### src/rtl/busy_ratio_window_monitor_assert.svh
// ----------------------------------------------------------------------------
// busy ratio window monitor assertion macros
// Shared property forms; they expect clk and rst in the using scope.
// ----------------------------------------------------------------------------
`ifndef BUSY_RATIO_WINDOW_MONITOR_ASSERT_SVH
`define BUSY_RATIO_WINDOW_MONITOR_ASSERT_SVH

// same-cycle implication
`define BRWM_ASSERT_IMPL(lbl, ante, cons) \
  lbl: assert property (@(posedge clk) disable iff (rst) (ante) |-> (cons)) \
    else $error("brwm same-cycle check failed");

// next-cycle implication
`define BRWM_ASSERT_NEXT(lbl, ante, cons) \
  lbl: assert property (@(posedge clk) disable iff (rst) (ante) |=> (cons)) \
    else $error("brwm next-cycle check failed");

`endif

### src/rtl/brwm_pkg.sv
`timescale 1ns / 1ps
// ----------------------------------------------------------------------------
// brwm_pkg
// Types and constants shared by the busy ratio window monitor.
// ----------------------------------------------------------------------------
package brwm_pkg;

  localparam int DUR_W    = 32;
  localparam int TS_W     = 48;
  localparam int PCT_W    = 7;
  localparam int OUT_W    = 8;
  localparam int MAXREC_W = 7;
  localparam int FUNC_W   = 2;
  localparam int CFG_W    = 32;
  localparam int PADDR_W  = 3;

  localparam logic [MAXREC_W-1:0] MAXREC_RESET = 7'd32;
  localparam logic [DUR_W-1:0]    WINDOW_RESET = 32'd2000000;
  localparam logic [DUR_W-1:0]    DUR_SAT      = 32'hFFFF_FFFF;

  typedef enum logic [FUNC_W-1:0] {
    FUNC_IDLE  = 2'd0,
    FUNC_WAKE  = 2'd1,
    FUNC_QUERY = 2'd2,
    FUNC_NONE  = 2'd3
  } func_t;

  typedef enum logic {
    REG_MAX_RECORDS = 1'b0,
    REG_WINDOW      = 1'b1
  } reg_idx_t;

  typedef enum logic {
    ALU_ADD = 1'b0,
    ALU_SUB = 1'b1
  } alu_op_t;

  typedef struct packed {
    logic             idle;
    logic [DUR_W-1:0] dur;
  } rec_t;

endpackage

### src/rtl/busy_ratio_window_monitor.sv
`timescale 1ns / 1ps
// ----------------------------------------------------------------------------
// busy_ratio_window_monitor
// Busy share of a worker over a sliding window of interval records.
// ----------------------------------------------------------------------------
// Input stream s_*: tuser carries func (idle, wake, query), tdata the 48-bit
// microsecond timestamp. Idle and wake push one interval record; a query
// returns one 8-bit transfer on m_* holding load_percent (0..100).
// Idle / wake pass through ST_SPAN and ST_PUSH before the next item is
// taken; unused func code 3 is dropped without leaving ST_IDLE. In a query,
// one shared adder sums the stored records one per read of the record
// memory, subtracts evicted records, forms busy*100 in two adds and runs a
// 7-step restoring division. s_tready is high only between items.
// Results sit in an output register; a new item is accepted while it waits,
// and a finishing query waits for the register to drain when m_tready is low.
// Reset (rst, synchronous) empties the record queue, marks the worker busy,
// zeroes both timestamps and loads max_records = 32, window = 2000000 us.
// The record memory is not cleared; only occupied entries are read.
// APB registers: 0x0 max_records, 0x4 window_length_us.
// ----------------------------------------------------------------------------
module busy_ratio_window_monitor #(
  parameter int MAX_RECORDS = 64
) (
  input  logic                            clk,
  input  logic                            rst,
  // stream in
  input  logic                            s_tvalid,
  output logic                            s_tready,
  input  logic [brwm_pkg::TS_W-1:0]       s_tdata,  // [47:0] now_us
  input  logic [brwm_pkg::FUNC_W-1:0]     s_tuser,  // [1:0] func
  // stream out
  output logic                            m_tvalid,
  input  logic                            m_tready,
  output logic [brwm_pkg::OUT_W-1:0]      m_tdata,  // [6:0] load_percent, [7] zero
  // config
  input  logic                            psel,
  input  logic                            penable,
  input  logic                            pwrite,
  input  logic [brwm_pkg::PADDR_W-1:0]    paddr,
  input  logic [brwm_pkg::CFG_W-1:0]      pwdata,
  output logic [brwm_pkg::CFG_W-1:0]      prdata,
  output logic                            pready
);

  localparam int CNT_W = $clog2(MAX_RECORDS + 1);
  localparam int AW    = (MAX_RECORDS > 1) ? $clog2(MAX_RECORDS) : 1;
  localparam int ACC_W = brwm_pkg::DUR_W + CNT_W;
  localparam int REM_W = ACC_W + brwm_pkg::PCT_W;
  localparam int ALU_W = (REM_W > brwm_pkg::TS_W) ? REM_W : brwm_pkg::TS_W;
  localparam int CW    = (CNT_W > brwm_pkg::MAXREC_W) ? CNT_W : brwm_pkg::MAXREC_W;
  localparam int SW    = CNT_W + 1;

  typedef enum logic [3:0] {
    ST_IDLE,
    ST_SPAN,
    ST_PUSH,
    ST_WALK_RD,
    ST_WALK_T,
    ST_WALK_B,
    ST_EV_CHK,
    ST_EV_RD,
    ST_EV_T,
    ST_EV_B,
    ST_MUL0,
    ST_MUL1,
    ST_DIV,
    ST_DONE
  } state_t;

  state_t state;

  // configuration
  logic [brwm_pkg::MAXREC_W-1:0] max_records;
  logic [brwm_pkg::DUR_W-1:0]    window_length_us;

  // queue and worker state
  logic [AW-1:0]                 head;
  logic [CNT_W-1:0]              count;
  logic                          is_idle;
  logic [brwm_pkg::TS_W-1:0]     last_idle_start;
  logic [brwm_pkg::TS_W-1:0]     last_wake;

  // per-item working registers
  brwm_pkg::func_t               func;
  logic [brwm_pkg::TS_W-1:0]     now_us;
  logic [brwm_pkg::DUR_W-1:0]    dur;
  logic [ACC_W-1:0]              total;
  logic [ACC_W-1:0]              busy;
  logic [REM_W-1:0]              rem;
  logic [CNT_W-1:0]              walk_left;
  logic [AW-1:0]                 walk_slot;
  logic [2:0]                    div_k;
  logic [brwm_pkg::PCT_W-1:0]    quot;

  // shared unit
  logic [ALU_W-1:0]              alu_a;
  logic [ALU_W-1:0]              alu_b;
  brwm_pkg::alu_op_t             alu_op;
  logic [ALU_W-1:0]              alu_sum;
  logic                          alu_lt;

  // record memory
  logic                          mem_we;
  logic [AW-1:0]                 mem_waddr;
  brwm_pkg::rec_t                mem_wdata;
  logic                          mem_re;
  logic [AW-1:0]                 mem_raddr;
  brwm_pkg::rec_t                rd_rec;

  logic [brwm_pkg::TS_W-1:0]     span_ref;
  logic [brwm_pkg::DUR_W-1:0]    span_val;
  logic [AW-1:0]                 h1;
  logic [AW-1:0]                 h2;
  logic [CNT_W-1:0]              c1;
  logic [CNT_W-1:0]              c2;
  logic [SW-1:0]                 slot_sum;
  logic [AW-1:0]                 push_slot;
  logic                          cfg_wr;
  logic                          evict;

  function automatic logic [AW-1:0] next_slot(input logic [AW-1:0] s);
    return (s == AW'(MAX_RECORDS - 1)) ? '0 : s + AW'(1);
  endfunction

  // ---------------------------------------------------------------- config
  assign pready = 1'b1;
  assign cfg_wr = psel & penable & pwrite & pready;

  always_comb begin
    case (brwm_pkg::reg_idx_t'(paddr[2]))
      brwm_pkg::REG_MAX_RECORDS:
        prdata = brwm_pkg::CFG_W'(max_records);
      brwm_pkg::REG_WINDOW:
        prdata = window_length_us;
      default:
        prdata = '0;
    endcase
  end

  // ------------------------------------------------------------ shared unit
  always_comb begin
    case (func)
      brwm_pkg::FUNC_IDLE: span_ref = last_wake;
      brwm_pkg::FUNC_WAKE: span_ref = last_idle_start;
      default:             span_ref = is_idle ? last_idle_start : last_wake;
    endcase
  end

  always_comb begin
    alu_a  = '0;
    alu_b  = '0;
    alu_op = brwm_pkg::ALU_ADD;
    case (state)
      ST_SPAN: begin
        alu_a  = ALU_W'(now_us);
        alu_b  = ALU_W'(span_ref);
        alu_op = brwm_pkg::ALU_SUB;
      end
      ST_WALK_T: begin
        alu_a = ALU_W'(total);
        alu_b = ALU_W'(rd_rec.dur);
      end
      ST_WALK_B: begin
        alu_a = ALU_W'(busy);
        alu_b = ALU_W'(rd_rec.dur);
      end
      ST_EV_CHK: begin
        alu_a  = ALU_W'(window_length_us);
        alu_b  = ALU_W'(total);
        alu_op = brwm_pkg::ALU_SUB;
      end
      ST_EV_T: begin
        alu_a  = ALU_W'(total);
        alu_b  = ALU_W'(rd_rec.dur);
        alu_op = brwm_pkg::ALU_SUB;
      end
      ST_EV_B: begin
        alu_a  = ALU_W'(busy);
        alu_b  = ALU_W'(rd_rec.dur);
        alu_op = brwm_pkg::ALU_SUB;
      end
      // busy * 100 as busy*64 + busy*32 + busy*4
      ST_MUL0: begin
        alu_a = ALU_W'(busy) << 6;
        alu_b = ALU_W'(busy) << 5;
      end
      ST_MUL1: begin
        alu_a = ALU_W'(rem);
        alu_b = ALU_W'(busy) << 2;
      end
      ST_DIV: begin
        alu_a  = ALU_W'(rem);
        alu_b  = ALU_W'(total) << div_k;
        alu_op = brwm_pkg::ALU_SUB;
      end
      default: begin
        alu_a = '0;
      end
    endcase
  end

  brwm_alu #(
    .W (ALU_W)
  ) u_alu (
    .a      (alu_a),
    .b      (alu_b),
    .op     (alu_op),
    .sum    (alu_sum),
    .a_lt_b (alu_lt)
  );

  // time going backwards gives zero, long spans saturate
  always_comb begin
    if (alu_lt) begin
      span_val = '0;
    end else if (|alu_sum[brwm_pkg::TS_W-1:brwm_pkg::DUR_W]) begin
      span_val = brwm_pkg::DUR_SAT;
    end else begin
      span_val = alu_sum[brwm_pkg::DUR_W-1:0];
    end
  end

  // ------------------------------------------------------------ push slots
  always_comb begin
    h1 = head;
    c1 = count;
    if (count == CNT_W'(MAX_RECORDS)) begin
      h1 = next_slot(head);
      c1 = count - CNT_W'(1);
    end
    slot_sum = SW'(h1) + SW'(c1);
    if (slot_sum >= SW'(MAX_RECORDS)) begin
      slot_sum = slot_sum - SW'(MAX_RECORDS);
    end
    push_slot = slot_sum[AW-1:0];
    c2 = c1 + CNT_W'(1);
    h2 = h1;
    if (CW'(c2) > CW'(max_records)) begin
      h2 = next_slot(h1);
      c2 = c2 - CNT_W'(1);
    end
  end

  assign evict = (count != '0) &&
                 (alu_lt || (CW'(count) > CW'(max_records)));

  // ---------------------------------------------------------------- memory
  assign mem_we         = (state == ST_PUSH);
  assign mem_waddr      = push_slot;
  assign mem_wdata.dur  = dur;
  assign mem_wdata.idle = (func == brwm_pkg::FUNC_WAKE);
  assign mem_re         = (state == ST_WALK_RD) || (state == ST_EV_RD);
  assign mem_raddr      = (state == ST_EV_RD) ? head : walk_slot;

  brwm_rec_mem #(
    .DEPTH (MAX_RECORDS),
    .AW    (AW)
  ) u_rec_mem (
    .clk   (clk),
    .we    (mem_we),
    .waddr (mem_waddr),
    .wdata (mem_wdata),
    .re    (mem_re),
    .raddr (mem_raddr),
    .rdata (rd_rec)
  );

  assign s_tready = (state == ST_IDLE);

  // ------------------------------------------------------------- sequencer
  always_ff @(posedge clk) begin
    if (rst) begin
      state            <= ST_IDLE;
      max_records      <= brwm_pkg::MAXREC_RESET;
      window_length_us <= brwm_pkg::WINDOW_RESET;
      head             <= '0;
      count            <= '0;
      is_idle          <= 1'b0;
      last_idle_start  <= '0;
      last_wake        <= '0;
      m_tvalid         <= 1'b0;
    end else begin
      if (cfg_wr) begin
        case (brwm_pkg::reg_idx_t'(paddr[2]))
          brwm_pkg::REG_MAX_RECORDS: max_records <= pwdata[brwm_pkg::MAXREC_W-1:0];
          brwm_pkg::REG_WINDOW:      window_length_us <= pwdata;
          default:                   max_records <= max_records;
        endcase
      end
      // in ST_DONE the output register is handled by the state itself
      if (m_tvalid && m_tready && (state != ST_DONE)) begin
        m_tvalid <= 1'b0;
      end
      case (state)
        ST_IDLE: begin
          if (s_tvalid) begin
            func   <= brwm_pkg::func_t'(s_tuser);
            now_us <= s_tdata;
            if (brwm_pkg::func_t'(s_tuser) != brwm_pkg::FUNC_NONE) begin
              state <= ST_SPAN;
            end
          end
        end
        ST_SPAN: begin
          dur <= span_val;
          if (func == brwm_pkg::FUNC_QUERY) begin
            // running interval opens the sums
            total     <= ACC_W'(span_val);
            busy      <= is_idle ? '0 : ACC_W'(span_val);
            walk_left <= count;
            walk_slot <= head;
            state     <= (count == '0) ? ST_EV_CHK : ST_WALK_RD;
          end else begin
            state <= ST_PUSH;
          end
        end
        ST_PUSH: begin
          head  <= h2;
          count <= c2;
          if (func == brwm_pkg::FUNC_IDLE) begin
            is_idle         <= 1'b1;
            last_idle_start <= now_us;
          end else begin
            is_idle   <= 1'b0;
            last_wake <= now_us;
          end
          state <= ST_IDLE;
        end
        ST_WALK_RD: begin
          state <= ST_WALK_T;
        end
        ST_WALK_T: begin
          total <= alu_sum[ACC_W-1:0];
          state <= ST_WALK_B;
        end
        ST_WALK_B: begin
          if (!rd_rec.idle) begin
            busy <= alu_sum[ACC_W-1:0];
          end
          walk_left <= walk_left - CNT_W'(1);
          walk_slot <= next_slot(walk_slot);
          state     <= (walk_left == CNT_W'(1)) ? ST_EV_CHK : ST_WALK_RD;
        end
        ST_EV_CHK: begin
          state <= evict ? ST_EV_RD : ST_MUL0;
        end
        ST_EV_RD: begin
          state <= ST_EV_T;
        end
        ST_EV_T: begin
          total <= alu_sum[ACC_W-1:0];
          state <= ST_EV_B;
        end
        ST_EV_B: begin
          if (!rd_rec.idle) begin
            busy <= alu_sum[ACC_W-1:0];
          end
          head  <= next_slot(head);
          count <= count - CNT_W'(1);
          state <= ST_EV_CHK;
        end
        ST_MUL0: begin
          rem   <= alu_sum[REM_W-1:0];
          state <= ST_MUL1;
        end
        ST_MUL1: begin
          rem   <= alu_sum[REM_W-1:0];
          div_k <= 3'(brwm_pkg::PCT_W - 1);
          quot  <= '0;
          state <= ST_DIV;
        end
        ST_DIV: begin
          if (!alu_lt) begin
            rem         <= alu_sum[REM_W-1:0];
            quot[div_k] <= 1'b1;
          end
          if (div_k == '0) begin
            state <= ST_DONE;
          end else begin
            div_k <= div_k - 3'd1;
          end
        end
        ST_DONE: begin
          if (!m_tvalid || m_tready) begin
            m_tvalid <= 1'b1;
            m_tdata  <= {1'b0, (total == '0) ? brwm_pkg::PCT_W'(0) : quot};
            state    <= ST_IDLE;
          end
        end
        default: begin
          state <= ST_IDLE;
        end
      endcase
    end
  end

  // ------------------------------------------------------------ assertions
  `include "busy_ratio_window_monitor_assert.svh"

  `BRWM_ASSERT_IMPL(a_evict_nonempty, state == ST_EV_RD, count != '0)
  `BRWM_ASSERT_NEXT(a_push_bound, state == ST_PUSH, count <= CNT_W'(MAX_RECORDS))
  `BRWM_ASSERT_IMPL(a_pct_range, m_tvalid, m_tdata[6:0] <= 7'd100)

endmodule

### src/rtl/brwm_rec_mem.sv
`timescale 1ns / 1ps
// ----------------------------------------------------------------------------
// brwm_rec_mem
// Interval record store: one write port, one registered read port.
// ----------------------------------------------------------------------------
module brwm_rec_mem #(
  parameter int DEPTH = 64,
  parameter int AW    = 6
) (
  input  logic            clk,
  input  logic            we,
  input  logic [AW-1:0]   waddr,
  input  brwm_pkg::rec_t  wdata,
  input  logic            re,
  input  logic [AW-1:0]   raddr,
  output brwm_pkg::rec_t  rdata
);

  brwm_pkg::rec_t mem [DEPTH];

  always_ff @(posedge clk) begin
    if (we) begin
      mem[waddr] <= wdata;
    end
  end

  always_ff @(posedge clk) begin
    if (re) begin
      rdata <= mem[raddr];
    end
  end

endmodule

### src/rtl/brwm_alu.sv
`timescale 1ns / 1ps
// ----------------------------------------------------------------------------
// brwm_alu
// Shared add / subtract unit; also flags a < b on subtract.
// ----------------------------------------------------------------------------
module brwm_alu #(
  parameter int W = 50
) (
  input  logic              [W-1:0] a,
  input  logic              [W-1:0] b,
  input  brwm_pkg::alu_op_t         op,
  output logic              [W-1:0] sum,
  output logic                      a_lt_b
);

  logic [W-1:0] b_op;
  logic [W:0]   full;
  logic         is_sub;

  assign is_sub = (op == brwm_pkg::ALU_SUB);
  assign b_op   = is_sub ? ~b : b;
  assign full   = {1'b0, a} + {1'b0, b_op} + (W+1)'(is_sub);
  assign sum    = full[W-1:0];
  // carry out of a + ~b + 1 is set when a >= b
  assign a_lt_b = is_sub & ~full[W];

endmodule
### config.mk
export PLATFORM = sky130hd
export DESIGN_NAME = busy_ratio_window_monitor
export DESIGN_NICKNAME = d
export VERILOG_FILES = /design/src/rtl/brwm_pkg.sv /design/src/rtl/busy_ratio_window_monitor.sv /design/src/rtl/brwm_rec_mem.sv /design/src/rtl/brwm_alu.sv
export VERILOG_INCLUDE_DIRS = /design/src /design/src/rtl
export SDC_FILE = /design/constraint.sdc
export NUM_CORES = 2
export LEC_CHECK = 0
export BUFFER_PORTS_ARGS = -buffer_cell sky130_fd_sc_hd__buf_2
export CAP_MARGIN = 20
export CORE_UTILIZATION = 45
export CTS_BUF_LIST = sky130_fd_sc_hd__clkbuf_4 sky130_fd_sc_hd__clkbuf_8
export CTS_CLUSTER_SIZE = 16
export DETAILED_ROUTE_END_ITERATION = 6
export PLACE_DENSITY = 0.64
export SETUP_SLACK_MARGIN = 0.3
export SLEW_MARGIN = 20
export SYNTH_ARGS = -nofsm -noshare
export SYNTH_HDL_FRONTEND = slang
export SYNTH_HIERARCHICAL = 1
export SYNTH_SLANG_ARGS = --single-unit
### constraint.sdc
create_clock -name clk -period 31.2 [get_ports clk]
set_input_delay 0 -clock clk [delete_from_list [all_inputs] [get_ports clk]]
set_output_delay 0 -clock clk [all_outputs]
set_load 0.02 [all_outputs]
== Word-level counts from Yosys, hierarchy flattened ==
Memories as Yosys holds them, arrays and structs flattened. A register that Yosys moved wholly into a read port is not among the register bits.
Cells that the tools add are included.
Storage, ports and cells
  register bits: 390
  memory bits (writable): 2112
  memories: 1
Memory list
  u_rec_mem.mem: depth 64, bits a word 33, rd ports 1, clocked after Yosys merged registers in 1, wr ports 1, line brwm_rec_mem.sv:19  | brwm_pkg::rec_t mem [DEPTH];
Operators by class
  add/sub/neg operators: 12
  magnitude comparators: 5
  equality and inequality tests: 30
  shifts and indexed selects: 1
  mux-type cells: 53
  bitwise logic cells: 9
  reductions and logical operators: 41
Operators by type and width (count)
  $pmux 48 s6: 2
  $pmux 39 s2: 2
  $mux 39: 3
  $mux 32: 3
  $mux 48: 2
  $pmux 48 s2: 1
  $pmux 46 s2: 1
  $pmux 32 s2: 1
  $pmux 4 s13: 1
  $add 48x48->49: 1
  $add 49x1->49: 1
  $mux 6: 8
  $not 48->48: 1
  $shl 39x3->48: 1
  $mux 46: 1
  $pmux 7 s2: 3
  $logic_not 39->1: 1
  $mux 7: 4
  $eq 4x4->1 const B: 6
  $pmux 6 s2: 2
  $reduce_and 3->1: 7
  $sub 7x1->7 const B: 3
  $mux 4: 5
  $add 6x1->6 const B: 3
  other kinds (41): 88

== Longest topological paths before layout ==
  word-level depth: 13
  mapped depth: 29
  gate-level depth less buffers: 25

== By module ==
The synthesis kept the hierarchy.
Modules (own cells, without submodules)
  brwm_rec_mem: instances 1, cells each 3598, area each 81516.9 sq um, sequential area each 64411.8 sq um
  busy_ratio_window_monitor: instances 1, cells each 2163, area each 20335.8 sq um, sequential area each 10169.8 sq um
  brwm_alu: instances 1, cells each 438, area each 3190.6 sq um, sequential area each 0.0 sq um

== Least setup slack after synthesis ==
No wires, ideal clock.
  path kind: register -> register
  start point: register func[1]
  end point: register rem[0] (enable)
  library setup time: 516 ps
  arrival: 9421 ps
  data required time: 30684 ps
  path slack: 21263 ps
  stages on the path, launching flop included: 22
  path buffers: 3
  period minus slack after synthesis: 9937 ps
  path through: edfxtp_1 > nor2b_1 > a21o_1 > clkbuf_1 > clkbuf_1 > mux2i_1 > o21ai_0 > xor2_1 > inv_1 > fa_1 > nand2b_1 > a21oi_1 > o311ai_1 > a2111oi_2 > nor4b_2 > o31ai_4 > a31oi_4 > o2111a_1 > buf_1 > inv_1 > a31oi_1 > nor3b_1
RTL lines
  start, declared: line busy_ratio_window_monitor.sv:84  | brwm_pkg::func_t func;
  start signal, assigned: line busy_ratio_window_monitor.sv:297  | func <= brwm_pkg::func_t'(s_tuser);
  end signal, assigned: line busy_ratio_window_monitor.sv:363  | rem <= alu_sum[REM_W-1:0];
  end signal, assigned: line busy_ratio_window_monitor.sv:367  | rem <= alu_sum[REM_W-1:0];
  end signal, assigned: line busy_ratio_window_monitor.sv:374  | rem <= alu_sum[REM_W-1:0];
  end, declared: line busy_ratio_window_monitor.sv:89  | logic [REM_W-1:0] rem;

== Final worst setup path ==
  start point: register state[2]
  end point: register rem[25] (enable)
Between the ends
  elaborated cells on any way between the ends: 27
  those cells by class: add/sub: 2; eq/ne: 10; mux: 4; bitwise: 3; reduce/logical: 8
RTL lines
  start, declared: line busy_ratio_window_monitor.sv:70  | state_t state;
  start signal, assigned: line busy_ratio_window_monitor.sv:312  | state <= (count == '0) ? ST_EV_CHK : ST_WALK_RD;
  start signal, assigned: line busy_ratio_window_monitor.sv:342  | state <= (walk_left == CNT_W'(1)) ? ST_EV_CHK : ST_WALK_RD;
  start signal, assigned: line busy_ratio_window_monitor.sv:345  | state <= evict ? ST_EV_RD : ST_MUL0;
  $eq 4x4->1 or $eq 4x3->1 (tied branches): line busy_ratio_window_monitor.sv:153  | case (state)
  $reduce_or 2->1 (no line)
  $pmux 48 s6 (*): line busy_ratio_window_monitor.sv:153
  via alu_a[0]: line busy_ratio_window_monitor.sv:96  | logic [ALU_W-1:0] alu_a;
  $add 48x48->49 (*): line brwm_alu.sv:22  | assign full = {1'b0, a} + {1'b0, b_op} + (W+1)'(is_sub);
  $add 49x1->49 (*): line brwm_alu.sv:22
  $not 1->1 (*): line brwm_alu.sv:25  | assign a_lt_b = is_sub & ~full[W];
  $and 1x1->1 (*): line brwm_alu.sv:25
  via alu_lt: line busy_ratio_window_monitor.sv:100  | logic alu_lt;
  $ne 2x2->1 (no line) (*)
  $reduce_and 3->1 (no line) (*)
Mark *: on every way through the listed nets, which the timed path passes. The rest lies on a longest branch.
A chain may end at the register's enable or synchronous reset.

==> impl_metrics.env <==
export IMPL_grt_pass1_vias=62300
export IMPL_std_cell_rows=176
export IMPL_dieArea_um2=235000
export IMPL_synth_cell_types=97
export IMPL_grtUsageTotal_pct=25.2
export IMPL_area_growth_pct=14.4
export IMPL_setup_viol=0
export IMPL_rr_startpoint="state[2]$_SDFFE_PP0P_"
export IMPL_drtPass1Iterations=7
export IMPL_hold_path_startpoint="s_tdata[24]"
export IMPL_synth_fp_nets=6371
export IMPL_p_leak_nw=39.2
export IMPL_gp_congestion=0.903
export IMPL_die_x_um=485
export IMPL_stdcell_count=10200
export IMPL_place_inst=9150
export IMPL_status="complete, but fails checks"
export IMPL_ant_nets=0
export IMPL_yosysMostFrequentCell="edfxtp_1"
export IMPL_syn_inst=6199
export IMPL_num_vias=62700
export IMPL_finalWirelength_um=299000
export IMPL_start_util_pct=45.5
export IMPL_viasPerCell=6.17
export IMPL_arrival_ns=8.90
export IMPL_clockBufferDepth=4
export IMPL_highest_layer="met5"
export IMPL_async_flop_share_pct=0
export IMPL_met1_length_um=119000
export IMPL_period_minus_slack_ns=8.21
export IMPL_clock_latency_ns=1.11
export IMPL_grt_antenna_before_repair=26
export IMPL_powerDensity_nw_per_um2=57.7
export IMPL_post_cts_buffers=0
export IMPL_drc_errors=5
export IMPL_max_slew_margin_pct=5.68
export IMPL_clkTransAtPathRegs_ns=0.07
export IMPL_ys_top_cells_by_area="edfxtp_1, mux4_2, dfxtp_1"
export IMPL_seq_area_um2=74600
export IMPL_wl_met3_um=31400
export IMPL_hp_class="in -> reg"
export IMPL_ys_ff_latch=2535
export IMPL_violations="DRC"
export IMPL_fmax_ghz=0.122
export IMPL_stdcell_area_um2=120000
export IMPL_synth_area_um2=105000
export IMPL_synth_area_leader_cell="edfxtp_1"
export IMPL_holdBufCountCts=239
export IMPL_io_pins=135
export IMPL_tns_ns=0
export IMPL_fp_dieH_um=485
export IMPL_grt_overflow=0
export IMPL_required_ns=31.90
export IMPL_cts_resized=0
export IMPL_ff2ff_setup_slack_ns=22.99
export IMPL_cts_inserted_buffers=412
export IMPL_hold_viol_final=0
export IMPL_ys_flop_type="edfxtp_1"
export IMPL_skew_ns=0.0637
export IMPL_final_layout_size_suffix_gt1_share_pct=23.0
export IMPL_yosys_warnings=6
export IMPL_critical_path_max_fanout=79
export IMPL_cts_root_buf="clkbuf_8"
export IMPL_wl_per_cell_um=29.4
export IMPL_hpwl_um=169000
export IMPL_grt_pass1_wl_um=432000
export IMPL_reg2regPathDepth=23
export IMPL_avgSynthCellArea_um2=16.9
export IMPL_core_area_um2=231000
export IMPL_detailed_place_area_um2=110000
export IMPL_fill_cells=18200
export IMPL_multiInputGateArea_um2=29100
export IMPL_tightest_slew_ns=1.41
export IMPL_synth_top_cell_area_share_pct=68.1
export IMPL_grt_max_degree=91
export IMPL_port_buffers=130
export IMPL_start_kind="register"
export IMPL_slew_viol_final=0
export IMPL_period_share_pct=26.3
export IMPL_num_nets_final=6953
export IMPL_rsz0062_at_grt="no"
export IMPL_synthTopCellsByCount="edfxtp_1, nand2_1, mux4_2"
export IMPL_ys_seq_area_share_pct=71.0
export IMPL_htreeDepth=5
export IMPL_cts_tree="yes"
export IMPL_drv_cap=0
export IMPL_min_to="now_us[24]$_DFFE_PP_"
export IMPL_dr_wl_met2_um=139000
export IMPL_synth_edf_count=2381
export IMPL_drt_iter0_drc=7792
export IMPL_max_vdd_ir_drop_v=0.0000563
export IMPL_crit_type="reg -> reg"
export IMPL_endpoint_kind="register"
export IMPL_timing_rr_end="rem[25]$_DFFE_PP_"
export IMPL_clock_sinks=2535
export IMPL_hold_depth=3
[metrics by stage]
stage          setup slack [ns]  total power [mW]  hold slack [ns]  util (%)
6_report                  22.99              6.93            0.134      52.0
5_1_grt                   22.72              7.14            0.102      52.0
4_1_cts                   23.17              6.96          0.00892      51.9
3_5_place_dp              23.20              4.17            0.178      47.5
3_3_place_gp              23.28              4.16            0.177      47.5
2_1_floorplan             21.26              4.04           0.0989         -
[cell usage in the layout, fill, tap and decap left out, types with 116 or more instances in the layout]
cell           Yosys  final
dlygate4sd3_1      0    238
nand2_1          686    684
dfxtp_1          154    154
edfxtp_1        2381   2381
mux2i_1          153    153
nand3_1          146    145
buf_2             61    129
clkbuf_8           0    420
a22oi_1          116    116
nor2_1           240    169
mux4_2           513    513
buf_4             22    177
a21oi_1          299    297
clkbuf_4           0    143
[power by group]
part	internal [mW]	leakage, nW	switching, mW
clock network	1.52	4.16	1.28
registers	3.74	22.6	0.0226
logic	0.121	12.5	0.247
total	5.38	39.2	1.55
[metal layers]
layer	track usage [%]	vias up
met2	38.8	3550
met4	9.80	9
met1	34.8	32500
met3	5.82	518
li1	-	26200
met5	0.143	-
[kinds of logic after synthesis]
| group | count (synthesis) | synth area share (%) |
|---|---|---|
| AO/OA/AOI/OAI | 968 | 6.53 |
| XOR/XNOR | 118 | 0.997 |
| adder cells (fa/ha/maj) | 80 | 0.967 |
| buffers and inverters | 439 | 2.00 |
| flip-flops | 2535 | 71.0 |
| multiplexers | 683 | 12.6 |
| other | 2 | 0.00715 |
| AND/OR/NAND/NOR | 1374 | 5.85 |
[flip-flops by register name, indices dropped and copies added (netlist names), named ones only]
name and count:
window_length_us 32, quot 7, last_wake 48, dur 32
m_tvalid 1, m_tdata 7, max_records 7, busy 39
state 4, is_idle 1, func 2, now_us 48
head 6, count 5, last_idle_start 48, walk_slot 6
u_rec_mem/rdata 33, u_rec_mem/mem 2112, total 39, div_k 3
walk_left 7, rem 46
[critical path, stage by stage, from the launching register on]
cell and delay [ns]:
dfxtp_1 0.72, inv_1 0.32, nor2_1 0.24, nand2_1 0.50, nand2_2 0.17, buf_4 0.83
a222oi_1 0.22, nand3_1 0.20, mux2i_2 0.13, fa_1 0.46, nand2b_1 0.20, a21oi_1 0.25
o311ai_1 0.17, buf_4 0.21, a2111oi_2 0.63, nor4b_2 0.21, o31ai_4 0.45, a31oi_4 0.18
o2111a_1 0.27, buf_4 0.31, inv_1 0.14, a31oi_1 0.10, nor3b_2 0.19, buf_4 0.57
[worst max-delay path by stage]
stage / slack [ns] / end / from / cells after the start
6_report: 22.99 / rem[25]$_DFFE_PP_ / state[2]$_SDFFE_PP0P_ / 23
5_1_grt: 22.72 / rem[25]$_DFFE_PP_ / state[2]$_SDFFE_PP0P_ / 23
4_1_cts: 23.17 / rem[24]$_DFFE_PP_ / state[2]$_SDFFE_PP0P_ / 23
3_5_place_dp: 23.20 / rem[24]$_DFFE_PP_ / state[2]$_SDFFE_PP0P_ / 23
3_3_place_gp: 23.28 / rem[27]$_DFFE_PP_ / state[2]$_SDFFE_PP0P_ / 23
2_1_floorplan: 21.26 / rem[0]$_DFFE_PP_ / func[1]$_DFFE_PP_ / 21
[layout make-up]
type                       instances  share of cell area, %
clock buffer                     563                   5.70
clock inverter                   142                  0.798
tap                             3026                   3.15
timing repair buffer             557                   3.83
multi-input combinational       3225                   24.2
inverter                          50                  0.156
sequential                      2535                   62.0
antenna                           67                  0.139
Note: power is estimated with default switching activity, not from simulation.
